$ cat config.mk
export PLATFORM = sky130hd
export DESIGN_NAME = hall_six_step_commutator
export DESIGN_NICKNAME = d
export VERILOG_FILES = /design/src/rtl/hssc_pkg.sv /design/src/rtl/hssc_core.sv /design/src/rtl/hssc_out_reg.sv /design/src/rtl/hall_six_step_commutator.sv
export SDC_FILE = /design/constraint.sdc
export NUM_CORES = 1
export LEC_CHECK = 0
export BUFFER_PORTS_ARGS = -buffer_cell sky130_fd_sc_hd__buf_2
export CAP_MARGIN = 0
export CELL_PAD_IN_SITES_DETAIL_PLACEMENT = 1
export CELL_PAD_IN_SITES_GLOBAL_PLACEMENT = 1
export CORE_MARGIN = 1
export CORE_UTILIZATION = 40
export CTS_CLUSTER_DIAMETER = 50
export DETAILED_ROUTE_END_ITERATION = 8
export PLACE_DENSITY_LB_ADDON = 0.1
export RECOVER_POWER = 100
export SLEW_MARGIN = 25
export SYNTH_ARGS = -nofsm -noshare
export SYNTH_HDL_FRONTEND = slang
export SYNTH_HIERARCHICAL = 1
export SYNTH_SLANG_ARGS = --single-unit
$ cat constraint.sdc
create_clock -name i_clk -period 11.8 [get_ports i_clk]
set_clock_uncertainty 0.1 [all_clocks]
set_input_delay 1.18 -clock i_clk [delete_from_list [all_inputs] [get_ports i_clk]]
set_output_delay 1.18 -clock i_clk [all_outputs]
set_load 0.005 [all_outputs]
$ cat src/rtl/hssc_pkg.sv
package hssc_pkg;

    localparam int unsigned DutyW = 11;
    localparam int unsigned PosW  = 32;

    localparam logic [0:0]       CMD_HALL = 1'b0;
    localparam logic [0:0]       CMD_DUTY = 1'b1;
    localparam logic [1:0]       STEP_NONE = 2'd0;
    localparam logic [1:0]       STEP_FWD  = 2'd1;
    localparam logic [1:0]       STEP_BWD  = 2'd2;
    localparam logic [DutyW-1:0] DUTY_MAX = 11'd1199;
    localparam logic [DutyW-1:0] MIN_DUTY_RESET = 11'd100;
    localparam logic [2:0]       LOW_ALL_OFF = 3'b111;
    localparam logic [2:0]       LOW_ALL_ON  = 3'b000;

    typedef enum logic [1:0] {
        DIR_NONE = 2'd0,
        DIR_FWD  = 2'd1,
        DIR_BWD  = 2'd2
    } t_dir;

    localparam logic [15:0] FWD_ENABLE [8] = '{16'h3000, 16'h3400, 16'h3004, 16'h3400,
                                              16'h3040, 16'h3040, 16'h3004, 16'h3000};
    localparam logic [2:0]  FWD_LOW [8]    = '{3'd7, 3'd6, 3'd5, 3'd5, 3'd3, 3'd6, 3'd3, 3'd7};
    localparam logic [15:0] BWD_ENABLE [8] = '{16'h3000, 16'h3004, 16'h3040, 16'h3040,
                                              16'h3400, 16'h3004, 16'h3400, 16'h3000};
    localparam logic [2:0]  BWD_LOW [8]    = '{3'd7, 3'd3, 3'd6, 3'd3, 3'd5, 3'd5, 3'd6, 3'd7};
    // Hall code that comes before each code in a forward and in a backward step.
    localparam logic [2:0]  PREV_FWD [8]   = '{3'd0, 3'd5, 3'd3, 3'd1, 3'd6, 3'd4, 3'd2, 3'd0};
    localparam logic [2:0]  PREV_BWD [8]   = '{3'd0, 3'd3, 3'd6, 3'd2, 3'd5, 3'd1, 3'd4, 3'd0};

    typedef struct packed {
        logic [0:0]        cmd;
        logic [2:0]        hall_code;
        logic signed [11:0] drive_level;
        logic              stop_request;
    } t_item;

    typedef struct packed {
        logic              running;
        logic [1:0]        step_seen;
        logic [PosW-1:0]   position;
        logic [DutyW-1:0]  duty;
        logic [2:0]        low_side_lines;
        logic [15:0]       enable_word;
    } t_result;

endpackage

$ cat src/rtl/hssc_core.sv
module hssc_core import hssc_pkg::*; (
    input  logic             i_clk,
    input  logic             i_rst_n,
    input  logic             i_cfg_we,
    input  logic [DutyW-1:0] i_cfg_wdata,
    input  logic             i_fire,
    input  t_item            i_item,
    output t_result          o_result
);

    logic [DutyW-1:0] r_min_duty;
    logic [2:0]       r_last_hall;
    logic [PosW-1:0]  r_position;
    t_dir             r_dir;
    logic             r_run;
    logic [15:0]      r_enable;
    logic [2:0]       r_low;
    logic [DutyW-1:0] r_duty;

    logic [2:0]       n_last_hall;
    logic [PosW-1:0]  n_position;
    t_dir             n_dir;
    logic             n_run;
    logic [15:0]      n_enable;
    logic [2:0]       n_low;
    logic [DutyW-1:0] n_duty;
    logic [1:0]       step;

    logic             hall_valid;
    logic             neg;
    logic [12:0]      mag_raw;
    logic [12:0]      mag_min;
    logic [12:0]      mag;

    assign hall_valid = (i_item.hall_code != 3'd0) && (i_item.hall_code != 3'd7);
    assign neg        = i_item.drive_level[11];
    assign mag_raw    = neg ? 13'(13'd0 - {i_item.drive_level[11], i_item.drive_level})
                            : {1'b0, i_item.drive_level};
    assign mag_min    = (mag_raw < {2'b00, r_min_duty}) ? {2'b00, r_min_duty} : mag_raw;
    assign mag        = (mag_min > {2'b00, DUTY_MAX}) ? {2'b00, DUTY_MAX} : mag_min;

    always_comb begin
        t_dir pat_dir;
        pat_dir     = r_dir;
        n_last_hall = r_last_hall;
        n_position  = r_position;
        n_dir       = r_dir;
        n_run       = r_run;
        n_enable    = r_enable;
        n_low       = r_low;
        n_duty      = r_duty;
        step        = STEP_NONE;
        if (i_item.cmd == CMD_HALL) begin
            if (hall_valid) begin
                case (r_dir)
                    DIR_FWD: begin
                        n_enable = FWD_ENABLE[i_item.hall_code];
                        n_low    = FWD_LOW[i_item.hall_code];
                    end
                    DIR_BWD: begin
                        n_enable = BWD_ENABLE[i_item.hall_code];
                        n_low    = BWD_LOW[i_item.hall_code];
                    end
                    default: ;
                endcase
                if (r_last_hall == PREV_FWD[i_item.hall_code]) begin
                    n_position = r_position + 32'd1;
                    step       = STEP_FWD;
                end else if (r_last_hall == PREV_BWD[i_item.hall_code]) begin
                    n_position = r_position - 32'd1;
                    step       = STEP_BWD;
                end
                n_last_hall = i_item.hall_code;
            end
        end else if (i_item.stop_request) begin
            n_enable = 16'h0000;
            n_low    = LOW_ALL_ON;
            n_run    = 1'b0;
        end else if (i_item.drive_level == 12'sd0) begin
            n_enable = 16'h0000;
            n_low    = LOW_ALL_ON;
            n_duty   = '0;
        end else begin
            pat_dir = neg ? DIR_BWD : DIR_FWD;
            n_dir   = pat_dir;
            n_duty  = mag[DutyW-1:0];
            if (!r_run && hall_valid) begin
                n_run = 1'b1;
                if (pat_dir == DIR_FWD) begin
                    n_enable = FWD_ENABLE[i_item.hall_code];
                    n_low    = FWD_LOW[i_item.hall_code];
                end else begin
                    n_enable = BWD_ENABLE[i_item.hall_code];
                    n_low    = BWD_LOW[i_item.hall_code];
                end
            end
        end
    end

    always_ff @(posedge i_clk) begin
        if (!i_rst_n) begin
            r_min_duty  <= MIN_DUTY_RESET;
            r_last_hall <= 3'd0;
            r_position  <= '0;
            r_dir       <= DIR_BWD;
            r_run       <= 1'b0;
            r_enable    <= 16'h0000;
            r_low       <= LOW_ALL_OFF;
            r_duty      <= '0;
        end else begin
            if (i_cfg_we) begin
                r_min_duty <= i_cfg_wdata;
            end
            if (i_fire) begin
                r_last_hall <= n_last_hall;
                r_position  <= n_position;
                r_dir       <= n_dir;
                r_run       <= n_run;
                r_enable    <= n_enable;
                r_low       <= n_low;
                r_duty      <= n_duty;
            end
        end
    end

    assign o_result.running        = n_run;
    assign o_result.step_seen      = step;
    assign o_result.position       = n_position;
    assign o_result.duty           = n_duty;
    assign o_result.low_side_lines = n_low;
    assign o_result.enable_word    = n_enable;

endmodule

$ cat src/rtl/hssc_out_reg.sv
module hssc_out_reg import hssc_pkg::*; (
    input  logic        i_clk,
    input  logic        i_rst_n,
    input  logic        i_load,
    input  t_result     i_result,
    output logic        o_ready,
    output logic        m_axis_tvalid,
    input  logic        m_axis_tready,
    // enable_word, low_side_lines, duty, position, step_seen, running, zero fill
    output logic [71:0] m_axis_tdata
);

    logic       r_valid;
    t_result    r_result;

    assign o_ready = !r_valid || m_axis_tready;

    always_ff @(posedge i_clk) begin
        if (!i_rst_n) begin
            r_valid <= 1'b0;
        end else if (i_load) begin
            r_valid <= 1'b1;
        end else if (m_axis_tready) begin
            r_valid <= 1'b0;
        end
    end

    always_ff @(posedge i_clk) begin
        if (i_load) begin
            r_result <= i_result;
        end
    end

    assign m_axis_tvalid = r_valid;
    assign m_axis_tdata  = {7'd0, r_result};

endmodule

$ cat src/rtl/hall_six_step_commutator.sv
// Six-step commutator for a three-phase motor with three hall sensors.
// The slave channel carries one request per hall edge or duty update:
// tuser is the command (hall edge or duty update) and tdata holds the hall
// code, the signed drive level and the stop flag. The master channel returns
// exactly one result per request: enable word, low-side lines, duty, position,
// step seen and run flag, reflecting the state after that request.
// The min_duty register is written through i_cfg_we and i_cfg_wdata; the user
// must write it only while the block is idle; the block does not enforce this.
// A request is held in the input register, is worked through in a single pass
// of table lookups, a clamp and the position adder, and lands in the output
// register, whose tvalid rises once it is loaded.
// Throughput is one request per cycle, set by the output register being
// reloaded every cycle while the receiver takes results.
// When the receiver stalls, the result is held, the input register fills and
// tready falls; nothing is lost. Synchronous reset clears both stages and
// returns the state to stopped, backward direction, low sides off, duty 0.
module hall_six_step_commutator import hssc_pkg::*; (
    input  logic             i_clk,
    input  logic             i_rst_n,
    input  logic             i_cfg_we,
    input  logic [DutyW-1:0] i_cfg_wdata,
    input  logic             s_axis_tvalid,
    output logic             s_axis_tready,
    // hall_code, drive_level, stop_request
    input  logic [15:0]      s_axis_tdata,
    // cmd
    input  logic [0:0]       s_axis_tuser,
    output logic             m_axis_tvalid,
    input  logic             m_axis_tready,
    // enable_word, low_side_lines, duty, position, step_seen, running, zero fill
    output logic [71:0]      m_axis_tdata
);

    logic    r_in_valid;
    t_item   r_in_item;
    logic    out_ready;
    logic    fire;
    t_result result;

    assign fire          = r_in_valid && out_ready;
    assign s_axis_tready = !r_in_valid || out_ready;

    always_ff @(posedge i_clk) begin
        if (!i_rst_n) begin
            r_in_valid <= 1'b0;
        end else if (s_axis_tready) begin
            r_in_valid <= s_axis_tvalid;
        end
    end

    always_ff @(posedge i_clk) begin
        if (s_axis_tvalid && s_axis_tready) begin
            r_in_item.cmd          <= s_axis_tuser;
            r_in_item.hall_code    <= s_axis_tdata[2:0];
            r_in_item.drive_level  <= $signed(s_axis_tdata[14:3]);
            r_in_item.stop_request <= s_axis_tdata[15];
        end
    end

    hssc_core u_core (
        .i_clk       (i_clk),
        .i_rst_n     (i_rst_n),
        .i_cfg_we    (i_cfg_we),
        .i_cfg_wdata (i_cfg_wdata),
        .i_fire      (fire),
        .i_item      (r_in_item),
        .o_result    (result)
    );

    hssc_out_reg u_out_reg (
        .i_clk         (i_clk),
        .i_rst_n       (i_rst_n),
        .i_load        (fire),
        .i_result      (result),
        .o_ready       (out_ready),
        .m_axis_tvalid (m_axis_tvalid),
        .m_axis_tready (m_axis_tready),
        .m_axis_tdata  (m_axis_tdata)
    );

endmodule

Word level (Yosys, flattened, before mapping)
Memories as Yosys holds them, arrays and structs flattened.
Index checks and enable logic that the tools add are counted.
{"block": "totals", "memories": 6, "romBits": 352, "out_inout_bits": 74, "reg_bits": 163, "latch_bits": 0, "input_bits": 33, "mem_bits_rw": 0}
{"block": "op_classes", "order_cmp": 3, "reduce_logical": 16, "mux": 45, "n_div": 0, "n_eq_ne": 6, "bitwise": 5, "multipliers": 0, "n_shift": 0, "add_sub_neg": 3}
{"memory": "(no name shown)", "words": 8, "width": 16, "rd": 1, "rd_ports_with_merged_regs": 0, "wr": 0, "line_no": "hssc_core.sv:61", "source": "n_enable = BWD_ENABLE[i_item.hall_code];"}
{"memory": "(no name shown)", "words": 8, "width": 16, "rd": 1, "rd_ports_with_merged_regs": 0, "wr": 0, "line_no": "hssc_core.sv:57", "source": "n_enable = FWD_ENABLE[i_item.hall_code];"}
{"memory": "(no name shown)", "words": 8, "width": 3, "rd": 1, "rd_ports_with_merged_regs": 0, "wr": 0, "line_no": "hssc_core.sv:62", "source": "n_low = BWD_LOW[i_item.hall_code];"}
{"memory": "(no name shown)", "words": 8, "width": 3, "rd": 1, "rd_ports_with_merged_regs": 0, "wr": 0, "line_no": "hssc_core.sv:66", "source": "if (r_last_hall == PREV_FWD[i_item.hall_code]) begin"}
{"memory": "(no name shown)", "words": 8, "width": 3, "rd": 1, "rd_ports_with_merged_regs": 0, "wr": 0, "line_no": "hssc_core.sv:69", "source": "end else if (r_last_hall == PREV_BWD[i_item.hall_code]) begin"}
{"memory": "(no name shown)", "words": 8, "width": 3, "rd": 1, "rd_ports_with_merged_regs": 0, "wr": 0, "line_no": "hssc_core.sv:58", "source": "n_low = FWD_LOW[i_item.hall_code];"}
{"op": "$mux 16", "n": 10}
{"op": "$mux 32", "n": 4}
{"op": "$mux 11", "n": 4}
{"op": "$mux 3", "n": 14}
{"op": "$add 32x1->32 const B", "n": 1}
{"op": "$pmux 16 s2", "n": 1}
{"op": "$sub 32x1->32 const B", "n": 1}
{"op": "$mux 13", "n": 2}
{"op": "$gt 13x11->1 const B", "n": 1}
{"op": "$lt 13x11->1", "n": 1}
{"op": "$sub 1x12->13 const A", "n": 1}
{"op": "$logic_not 12->1", "n": 1}
{"op": "$mux 1", "n": 7}
{"op": "$eq 3x3->1", "n": 2}
{"op": "$pmux 3 s2", "n": 1}
{"op": "$eq 2x1->1 const B", "n": 2}
{"op": "$ge 4x4->1 const B", "n": 1}
{"op": "$logic_and 1x1->1", "n": 4}
{"op": "$mux 2", "n": 2}
{"op": "$not 1->1", "n": 4}
{"op": "$not 3->4", "n": 1}
{"op": "$reduce_and 4->1", "n": 1}
{"op": "$logic_not 1->1", "n": 3}
{"op": "$ne 3x3->1 const B", "n": 1}
{"op": "other kinds (7)", "n": 8}

Longest topological paths before layout
Gate-level depths: netlist (run 1).
{"block": "logic_depth", "depth_word": 9, "mapped_depth": 15, "depth_no_buf": 14}

Modules after synthesis
The synthesis (run 1) kept the hierarchy.
{"module": "hssc_core", "cells_per_inst": 848, "instances": 1, "seq_area_each_um2": 1581.5, "area_each_um2": 6197.2}
{"module": "hssc_out_reg", "cells_per_inst": 77, "instances": 1, "seq_area_each_um2": 1971.9, "area_each_um2": 2057.0}
{"module": "hall_six_step_commutator", "cells_per_inst": 23, "instances": 1, "seq_area_each_um2": 530.5, "area_each_um2": 575.6}

Least setup slack after synthesis (run 1)
OpenSTA, ideal clock, no wires.
{"block": "synth_timing", "kind": "register -> register", "from": "register r_in_item[7] (netlist bit)", "to": "register u_out_reg.r_result, in the netlist u_out_reg/m_axis_tdata[25], data pin", "stages_incl_launch_ff": 14, "required_time_ns": 11.443, "setup_slack_ns": 7.594, "t_arrival_ns": 3.849, "setup_time_ns": 0.257, "period_less_slack_ns": 4.206, "cell_sequence": "edfxtp_1 -> clkbuf_1 -> or4_1 -> clkbuf_1 -> o31ai_1 -> xnor2_1 -> ha_1 -> a211oi_1 -> o21ai_0 -> o211a_1 -> a211oi_1 -> nand2_1 -> mux2_2 -> a32o_1"}
{"element": "start, declared", "line_no": "hall_six_step_commutator.sv:35", "source": "t_item r_in_item;"}
{"element": "end signal, assigned", "line_no": "hssc_out_reg.sv:30", "source": "r_result <= i_result;"}
{"element": "end, declared", "line_no": "hssc_out_reg.sv:14", "source": "t_result r_result;"}

Worst setup path in the final report (run 1)
{"block": "layout_timing", "from": "input m_axis_tready", "to": "register u_core.r_position[14]"}
{"block": "layout_between", "elab_chain_cells": 2}
{"element": "start, declared", "line_no": "hall_six_step_commutator.sv:29", "source": "input logic m_axis_tready,"}
{"element": "$logic_or 1x1->1", "line_no": "hssc_out_reg.sv:16", "source": "assign o_ready = !r_valid || m_axis_tready;"}
{"element": "via out_ready", "line_no": "hall_six_step_commutator.sv:36", "source": "logic out_ready;"}
{"element": "$logic_and 1x1->1", "line_no": "hall_six_step_commutator.sv:40", "source": "assign fire = r_in_valid && out_ready;"}
{"element": "via fire", "line_no": "hall_six_step_commutator.sv:37", "source": "logic fire;"}
{"element": "end signal, assigned", "line_no": "hssc_core.sv:116", "source": "r_position <= n_position;"}
{"element": "end, declared", "line_no": "hssc_core.sv:13", "source": "logic [PosW-1:0] r_position;"}
The timed path passes the listed nets, and every way through them passes these cells.
A chain may end at the register's enable or synchronous reset.

==> out/qor.yml, run 1 <==
status: "finished with violations"
violations: "max-capacitance violations, max-slew violations"
placement_rows: 53
reg2reg_to: "u_core/r_position[14]"
cts_root_buf: "clkbuf_16"
dieArea_um2: 22700
area_growth_pct: 11.8
hold_viol: 0
syn_inst: 948
final_common_cell: "edfxtp_1"
tightest_slew_ns: 3.30
r2r_slack_ns: 5.68
finalWorstSetupSlack_ns: 5.17
dr.pass1.iters: 6
fillers: 2497
grt_max_degree: 68
cts_setup_buffers: 0
place_ws_ns: 7.02
ctsResizeCount: 0
reg2reg_from: "u_out_reg/m_axis_tvalid"
synthArstFlopShare: 0
synth_compound_area_frac: 0.165
grt_antenna_before_repair: 0
grt_pass1_vias: 7207
cp-startpoint: "m_axis_tready"
clockBufferDepth: 2
ant_nets: 0
most-common-layout-cells: "edfxtp_1, dfxtp_1, nand2_1"
holdWs_ns: 0.353
ir_drop_uv: 100
vias: 7168
grt_pass1_wl_um: 37600
yosys.area.top_type: "edfxtp_1"
synth-xor-area-share: 0.0555
slew_headroom: -1.20
ys.flop_type: "edfxtp_1"
die_w_um: 151
grt-ovfl-total: 0
crit_arrival_ns: 6.80
htreeDepth: 4
drc: 0
synth_top_family_by_area: "simple AND/OR/NAND/NOR gates"
synthDistinctLibCells: 72
fin_crit_ns: 6.63
hold_depth: 1
grt.total_usage: 0.215
clk_pin_slew_worst_paths_ns: 0.07
yosysSeqAreaShare: 0.463
gp_congestion: 0.822
ys_top_cells_by_area: "edfxtp_1, dfxtp_1, xnor2_1"
io_pins: 107
synthSimpleGateAreaFrac: 0.215
rsz0062_at_grt: "no"
finalPower_mw: 1.38
finalNetCount: 1044
syn_area_um2: 8830
slew_violations: 190
ys_ff_latch: 163
tns_ns: 0
clk_latency_ns: 0.43
power.leakage_nw: 3.66
drive_above_1_share: 0.112
start_util: 0.414
min_path_type: "reg -> reg"
core-area_um2: 21400
synthMuxAreaShare: 0.0252
yosysTopAreaCellShare: 0.279
cp_max_fo: 67
maxCapViolations: 4
synth-edff-count: 82
critPathKind: "in -> reg"
cts_hold_buf: 0
synth.avg_cell_area_um2: 9.31
max_freq_ghz: 0.151
yosysWarnings: 6
hpwlAfterDp_um: 16100
diodes: 0
cts_tree: "done"
r2r_cells: 6
finalSetupViolations: 0
crit_path_start_kind: "input port"
drt_iter0_markers: 342
vias_per_cell: 5.58
setup.worst_path.end_class: "flip-flop"
io_buffers: 99
min-delay-start: "u_core/r_enable[0]"
power_density_nw_per_um2: 140
synthAdderAreaFrac: 0.0213
cts_sinks: 163
min_to: "u_core/r_enable[0]"
crit_required_ns: 11.96
period_share: 0.562
chipHeight_um: 151
wirelength_um: 23400
wire_per_inst_um: 18.3
cts_buffers: 17
==> state kept, by name, summed over array words and instances (netlist names) <==
signal and count:
r_in_item 17, r_in_valid 1, u_core/r_dir 2, u_core/r_duty 11, u_core/r_enable 16, u_core/r_last_hall 3, u_core/r_low 3, u_core/r_min_duty 11
u_core/r_position 32, u_core/r_run 1, u_out_reg/m_axis_tdata 65, u_out_reg/m_axis_tvalid 1
==> final cells by class <==
type | count | area, µm² | share of cell area
well taps | 275 | 344 | 0.0349
multi-input cells | 673 | 4260 | 0.432
flip-flops and latches | 163 | 4080 | 0.414
clock buffers | 17 | 425 | 0.0431
clock inverters | 15 | 156 | 0.0158
repair buffers | 102 | 455 | 0.0461
inverters | 39 | 146 | 0.0148
==> synth_stat cells, types with 7 or more instances <==
cell / n
nor2_1: 64
and3_1: 9
nand2_1: 79
ha_1: 15
o21ai_0: 50
edfxtp_1: 82
dfxtp_1: 81
xnor2_1: 39
and2_1: 31
nor4_1: 24
buf_1: 10
buf_4: 8
xor2_1: 17
o31ai_1: 8
nand4_1: 10
clkbuf_1: 56
or4_1: 7
a31oi_1: 9
a211oi_1: 8
inv_1: 38
o32ai_1: 7
o22ai_1: 9
mux2i_1: 20
o211ai_1: 14
nor3_1: 23
or3_1: 18
a21oi_1: 47
nand2b_1: 18
nand3_1: 27
or2_2: 12
==> worst max-delay path: stages <==
cell and delay, ns:
buf_2 0.07, nand2b_1 0.12, and2_0 1.95, clkbuf_1 2.44
o21ai_0 0.56, xnor2_1 0.34, nor2_1 0.06
==> metal layers <==
layer / global-route usage / up-vias / wire [µm]
met3: 0.0339 / 15 / 662
met4: 0.0700 / 0 / 220
met2: 0.363 / 127 / 11500
li1: - / 3544 / -
met5: 0 / - / 0
met1: 0.278 / 3482 / 11100
==> power by group <==
part	switching [mW]	internal, mW	total, mW
logic	0.115	0.0695	0.184
clock network	0.266	0.284	0.550
registers	0.0254	0.625	0.651
total	0.406	0.979	1.38
==> through the flow <==
step | util | cells | instance area (µm²)
after global routing | 0.462 | 1284 | 9870
after detailed placement | 0.439 | 1252 | 9380
after global placement | 0.439 | 1252 | 9380
final | 0.462 | 1284 | 9870
after CTS | 0.466 | 1284 | 9960
after floorplan | - | 954 | 8850
==> cell families after synthesis <==
group | count (synthesis)
other | 1
AND/OR/NAND/NOR | 356
flip-flops | 163
XOR/XNOR | 56
adder cells (fa/ha/maj) | 15
buffers and inverters | 118
AO/OA/AOI/OAI | 217
multiplexers | 22
==> worst max path at each step <==
stage	depth (start not counted)	to	slack (ns)
3_3_place_gp	11	u_out_reg/m_axis_tdata[28]	7.20
3_5_place_dp	11	u_out_reg/m_axis_tdata[28]	7.02
4_1_cts	11	u_out_reg/m_axis_tdata[28]	7.00
6_report	7	u_core/r_position[14]	5.17
2_1_floorplan	13	u_out_reg/m_axis_tdata[25]	7.59
5_1_grt	7	u_core/r_position[14]	4.22
No activity file was read; power rests on OpenSTA's default activity.
==> run 2, diff against run 1 <==
ABC_AREA = 1   (was not set)
CORE_UTILIZATION = 39   (was 40)
clock period = 5.95 ns   (was 11.8 ns; I/O delays follow)
==> run 2 against run 1 <==
Net effect:
- the flow still finishes with violations (max-capacitance violations, max-slew violations)
- critical endpoint is now u_core/r_duty[1]
- critical path type is now reg -> reg
- setup slack lost 3.6 ns
- combinational power grew 130%
- clock power grew 98%
==> out/qor.yml, run 2 <==
slew_headroom: -0.401  # was -1.20
area_growth_pct: 13.1  # was 11.8%
largest_reg_flops: 65  # unchanged
hpwlAfterDp_um: 15400  # was 16100 µm
grt_max_degree: 76  # was 68
reg2reg_from: "r_in_item[12]"  # was u_out_reg/m_axis_tvalid
r2r_cells: 23  # was 6
synthArstFlopShare: 0  # unchanged
ctsResizeCount: 0  # unchanged
ys_ff_latch: 163  # unchanged
tns_ns: 0  # unchanged
maxCapViolations: 3  # was 4
critPathKind: "reg -> reg"  # was in -> reg
cts_setup_buffers: 0  # unchanged
clk_pin_slew_worst_paths_ns: 0.08  # was 0.07 ns
finalNetCount: 1173  # was 1044
syn_inst: 1038  # was 948
synth.avg_cell_area_um2: 8.18  # was 9.31 µm²
tightest_slew_ns: 2.09  # was 3.30 ns
chipHeight_um: 150  # was 151 µm
placement_rows: 53  # unchanged
min_path_type: "in -> reg"  # was reg -> reg
grt.total_usage: 0.204  # was 0.215
crit_required_ns: 6.18  # was 11.96 ns
grt_antenna_before_repair: 0  # unchanged
most-common-layout-cells: "nand2_1, inv_1, nor2_1"  # was edfxtp_1, dfxtp_1, nand2_1
reg2reg_to: "u_core/r_duty[1]"  # was u_core/r_position[14]
dieArea_um2: 22400  # was 22700 µm²
final_common_cell: "nand2_1"  # was edfxtp_1
ys.flop_type: "edfxtp_1"  # unchanged
violations: "max-capacitance violations, max-slew violations"  # unchanged
synth-edff-count: 82  # unchanged
period_share: 0.742
min_to: "r_in_item[2]"  # was u_core/r_enable[0]
rsz0062_at_grt: "no"  # unchanged
drc: 0  # unchanged
yosysWarnings: 6  # unchanged
fin_crit_ns: 4.42
cts_sinks: 163  # unchanged
yosysTopAreaCellShare: 0.290  # was 0.279
dr.pass1.iters: 4  # was 6
status: "finished with violations"  # unchanged
ys_top_cells_by_area: "edfxtp_1, dfxtp_1, nand2_1"  # was edfxtp_1, dfxtp_1, xnor2_1
grt_pass1_vias: 7194  # was 7207
drive_above_1_share: 0.117  # was 0.112
crit_path_start_kind: "flip-flop"  # was input port
yosys.area.top_type: "edfxtp_1"  # unchanged
yosysMostFrequentCell: "nand2_1"  # was edfxtp_1
finalSetupViolations: 0  # unchanged
start_util: 0.401  # was 0.414
wirelength_um: 21700  # was 23400 µm
diodes: 0  # unchanged
die_w_um: 150  # was 151 µm
finalPower_mw: 2.82  # was 1.38 mW
clk_latency_ns: 0.43  # about the same
ir_drop_uv: 193  # was 100 µV
wire_per_inst_um: 15.4  # was 18.3 µm
vias_per_cell: 5.00  # was 5.58
crit_arrival_ns: 4.64  # was 6.80 ns
ant_nets: 0  # unchanged
core-area_um2: 21200  # was 21400 µm²
grt-ovfl-total: 0  # unchanged
setup.worst_path.end_class: "flip-flop"  # unchanged
hold_depth: 1  # unchanged
vias: 7063  # was 7168
cts_tree: "done"  # unchanged
io_buffers: 99  # unchanged
r2r_slack_ns: 1.53  # was 5.68 ns
cts_hold_buf: 0  # unchanged
io_pins: 107  # unchanged
power_density_nw_per_um2: 294  # was 140 nW/µm²
max_freq_ghz: 0.226
synthDistinctLibCells: 50  # was 72
slew_violations: 149  # was 190
gp_congestion: 0.853  # was 0.822
power.leakage_nw: 4.44  # was 3.66 nW
drt_iter0_markers: 337  # was 342
grt_pass1_wl_um: 35900  # was 37600 µm
clockBufferDepth: 2  # unchanged
cts_root_buf: "clkbuf_16"  # unchanged
yosysSeqAreaShare: 0.481  # was 0.463
min-delay-start: "s_axis_tdata[4]"  # was u_core/r_enable[0]
synth.top_cells.by_count: "nand2_1, inv_1, nor2_1"  # was edfxtp_1, dfxtp_1, nand2_1
cp_max_fo: 22  # was 67
htreeDepth: 4  # unchanged
hold_viol: 0  # unchanged
syn_area_um2: 8490  # was 8830 µm²
cts_buffers: 17  # unchanged
[run 2: power by group]
group | switching (mW) | internal, mW
registers | 0.0482 | 1.26
logic | 0.292 | 0.136
clock network | 0.525 | 0.563
total | 0.865 | 1.96
[run 2: per-layer routing]
layer	track usage	wire length, µm	up-vias
li1	-	-	3537
met4	0.0607	282	0
met2	0.365	11000	105
met1	0.252	9830	3401
met5	0	0	-
met3	0.0287	579	20
[run 2: how the worst max path moves through the flow]
stage	startpoint	end	slack, ns	depth (start not counted)
CTS	r_in_item[12]	u_core/r_duty[1]	2.03	24
finish	r_in_item[12]	u_core/r_duty[1]	1.53	23
global placement	r_in_item[12]	u_out_reg/m_axis_tdata[20]	2.17	21
global route	r_in_item[12]	u_core/r_duty[1]	0.95	23
detailed placement	r_in_item[12]	u_out_reg/m_axis_tdata[20]	2.08	22
floorplan	m_axis_tready	u_core/r_position[17]	2.72	8
[run 2: final cells by class]
type / count / area, µm²
fill: 2620 / 11600
timing repair buffer: 102 / 463
multi-input combinational: 667 / 3470
tap: 275 / 344
clock buffer: 17 / 425
clock inverter: 15 / 156
sequential: 163 / 4080
inverter: 174 / 656
[run 2: stage by stage]
stage,utilization,hold slack (ns),area (µm²),setup WS (ns),instances
floorplan,-,0.346,8510,2.72,1044
global placement,0.434,0.351,9190,2.17,1381
detailed placement,0.434,0.357,9190,2.08,1381
CTS,0.462,0.211,9770,2.03,1413
global route,0.454,0.213,9600,0.952,1413
finish,0.454,0.232,9600,1.53,1413
[run 2: logic make-up (layout without fill, tap and decap cells)]
group / count (synthesis) / after routing / share of synthesized area
simple gates: 413 / 413 / 0.221
buf+inv: 214 / 308 / 0.0997
compound gates: 191 / 191 / 0.133
flops: 163 / 163 / 0.481
xor+xnor: 41 / 41 / 0.0423
fa+ha+maj: 15 / 15 / 0.0221
other cells: 1 / 7 / 0.000442
[run 2: worst max-delay path: stages (launching register included)]
cell and delay (ns):
edfxtp_1 0.80, inv_1 0.30, nor2_1 0.18, xor2_1 0.31
ha_1 0.19, nand2_1 0.05, nor2_1 0.08, nand2_1 0.05
nand3_1 0.08, nand2_1 0.06, nor2_1 0.34, inv_1 0.09
nand2_1 0.31, nand2_1 0.12, nand2_1 0.12, o21ai_0 0.10
a21oi_1 0.17, nand2_2 0.07, nand2_1 0.27, nand2_1 0.12
nand2_1 0.10, nand3_1 0.10, nand2_1 0.14, inv_1 0.05
==> run 3, diff against run 2 <==
ABC_AREA = 0   (was 1)
CORE_UTILIZATION = 40   (was 39)
clock period = 4.4 ns   (was 5.95 ns; I/O delays follow)
==> run 3 against run 2 <==
Net effect:
- the run still ends with max-capacitance violations, max-slew violations left
- worst hold slack got worse by 0.16 ns
- final area up 4.0%
- cell count is 8.3% lower
- utilization up 1.4 points
- flip-flop and latch count unchanged
- via count increased by 3.7%
- global-route usage rose by 1.5 points
- combinational power increased by 21%
- largest cell class is now multi-input combinational cells
==> out/qor.yml, run 3 (same netlist as run 1, synthesis figures left out) <==
grt.total_usage: 0.219  # was 0.204
cts_hold_buf: 0  # unchanged
clk_pin_slew_worst_paths_ns: 0.07  # was 0.08 ns
fin_crit_ns: 4.18  # was 4.42 ns
min_to: "r_in_item[8]"  # was r_in_item[2]
finalNetCount: 1056  # was 1173
clockBufferDepth: 2  # unchanged
maxCapViolations: 3  # unchanged
diodes: 0  # unchanged
finalSetupViolations: 0  # unchanged
grt_max_degree: 66  # was 76
wirelength_um: 23900  # was 21700 µm
wire_per_inst_um: 18.4  # was 15.4 µm
cp_num_buf_inv: 0  # was 3
cp_common_cell: "a211oi_1"  # was nand2_1
critPathKind: "reg -> reg"  # unchanged
drive_above_1_share: 0.119  # was 0.117
cp-startpoint: "r_in_item[7]"  # was r_in_item[12]
core-area_um2: 21400  # was 21200 µm²
largest_reg_flops: 65  # unchanged
period_share: 0.950  # was 0.742
grt-ovfl-total: 0  # unchanged
slew_violations: 120  # was 149
ir_drop_uv: 265  # was 193 µV
crit_required_ns: 4.49  # was 6.18 ns
chipHeight_um: 151  # was 150 µm
hold_viol: 0  # unchanged
io_pins: 107  # unchanged
power.leakage_nw: 3.71  # was 4.44 nW
reg2reg_to: "u_out_reg/m_axis_tdata[25]"  # was u_core/r_duty[1]
gp_congestion: 0.893  # was 0.853
crit_path_start_kind: "flip-flop"  # unchanged
slew_headroom: -0.408  # was -0.401
area_growth_pct: 13.0  # was 13.1%
tightest_slew_ns: 2.11  # was 2.09 ns
vias: 7322  # was 7063
htreeDepth: 4  # unchanged
met2_length_um: 11500  # was 11000 µm
tns_ns: 0  # unchanged
cts_root_buf: "clkbuf_16"  # unchanged
r2r_cells: 11  # was 23
vias_per_cell: 5.65  # was 5.00
final_common_cell: "edfxtp_1"  # was nand2_1
min-delay-start: "s_axis_tdata[10]"  # was s_axis_tdata[4]
cpLargestDelayFamily: "compound AO/OA/AOI/OAI gates"  # was simple AND/OR/NAND/NOR gates
grt_pass1_vias: 7283  # was 7194
min_path_type: "in -> reg"  # unchanged
cts_buffers: 17  # unchanged
placement_rows: 53  # unchanged
max_freq_ghz: 0.239  # was 0.226 GHz
cts_tree: "done"  # unchanged
r2r_slack_ns: 0.22  # was 1.53 ns
status: "finished with violations"  # unchanged
wl_met1_um: 11300  # was 9830 µm
grt_pass1_wl_um: 38500  # was 35900 µm
power_density_nw_per_um2: 380  # was 294 nW/µm²
violations: "max-capacitance violations, max-slew violations"  # unchanged
setup.worst_path.end_class: "flip-flop"  # unchanged
grt_antenna_before_repair: 0  # unchanged
crit_chain: "or4_1, o31ai_1, xnor2_1, ha_1, a211oi_1, o21ai_0, o211a_1, a211oi_1, nand2_1, mux2_2, a32o_1"  # was inv_1, nor2_1, xor2_1, ha_1, nand2_1, nor2_1, nand2_1, nand3_1, nand2_1, nor2_1, inv_1, nand2_1, nand2_1, nand2_1, o21ai_0, a21oi_1, nand2_2, nand2_1, nand2_1, nand2_1, nand3_1, nand2_1, inv_1
dieArea_um2: 22700  # was 22400 µm²
io_buffers: 99  # unchanged
crit_arrival_ns: 4.27  # was 4.64 ns
crit_path_max_incr_delay_ns: 0.67  # was 0.80 ns
finalPower_mw: 3.79  # was 2.82 mW
highest_layer: "met4"  # unchanged
reg2reg_from: "r_in_item[7]"  # was r_in_item[12]
clk_latency_ns: 0.44  # was 0.43 ns
die_w_um: 151  # was 150 µm
slowest_stage: "or4_1"  # was edfxtp_1
hpwlAfterDp_um: 16600  # was 15400 µm
cts_sinks: 163  # unchanged
drc: 0  # unchanged
cp_max_fo: 8  # was 22
dr.pass1.iters: 5  # was 4
ant_nets: 0  # unchanged
hold_depth: 1  # unchanged
wl_met3_um: 766  # was 579 µm
drt_iter0_markers: 393  # was 337
most-common-layout-cells: "edfxtp_1, dfxtp_1, nand2_1"  # was nand2_1, inv_1, nor2_1
start_util: 0.414  # was 0.401
## run 3: changes by cell type in the layout (fill, tap and decap cells not counted), moves of 22 or more
cell,delta
nand2_1,-126
inv_1,-125
nor2_1,-42
o21ai_0,-39
xnor2_1,+38
xor2_1,-23
and2_0,+22
nand3_1,-22
nor4_1,+22
## run 3: area by class of cell
type                       count  area, µm²
tap                          275        344
clock inverter                13        133
multi-input combinational    673       4260
inverter                      39        146
clock buffer                  19        475
timing repair buffer         114        531
sequential                   163       4080
fill                        2495      11400
## run 3: per-layer routing
metal | vias to the layer above | global-route usage
met5 | - | 0
met4 | 0 | 0.0715
met3 | 32 | 0.0321
met2 | 152 | 0.370
met1 | 3573 | 0.288
li1 | 3565 | -
## run 3: how the worst max path moves through the flow
| stage | depth (start not counted) | slack (ns) | endpoint |
|---|---|---|---|
| after floorplan | 13 | 0.19 | u_out_reg/m_axis_tdata[25] |
| after global placement | 11 | 0.30 | u_out_reg/m_axis_tdata[28] |
| after detailed placement | 11 | 0.09 | u_out_reg/m_axis_tdata[28] |
| after CTS | 11 | 0.07 | u_out_reg/m_axis_tdata[28] |
| after global routing | 12 | -0.004 | u_out_reg/m_axis_tdata[26] |
| final | 11 | 0.22 | u_out_reg/m_axis_tdata[25] |
## run 3: repair_timing
item	in CTS	in global routing
setup endpoints to repair	2	13
pin swaps	0	0
buffers inserted	0	0
gates resized for setup	1	2
## run 3: power breakdown
part	total [mW]	switching, mW	internal, mW
Sequential	1.73	0.0584	1.68
Clock	1.54	0.678	0.865
Combinational	0.517	0.324	0.193
Total	3.79	1.06	2.73
## run 3: through the flow
stage	std cells	instance area [µm²]	hold slack, ns	utilization	worst slack, ns
floorplan	954	8850	0.320	-	0.194
global route	1296	9970	0.0582	0.467	-0.00411
finish	1296	9970	0.0738	0.467	0.219
global placement	1264	9470	0.335	0.443	0.298
detailed placement	1264	9470	0.338	0.443	0.0900
CTS	1296	10100	0.0601	0.472	0.0688
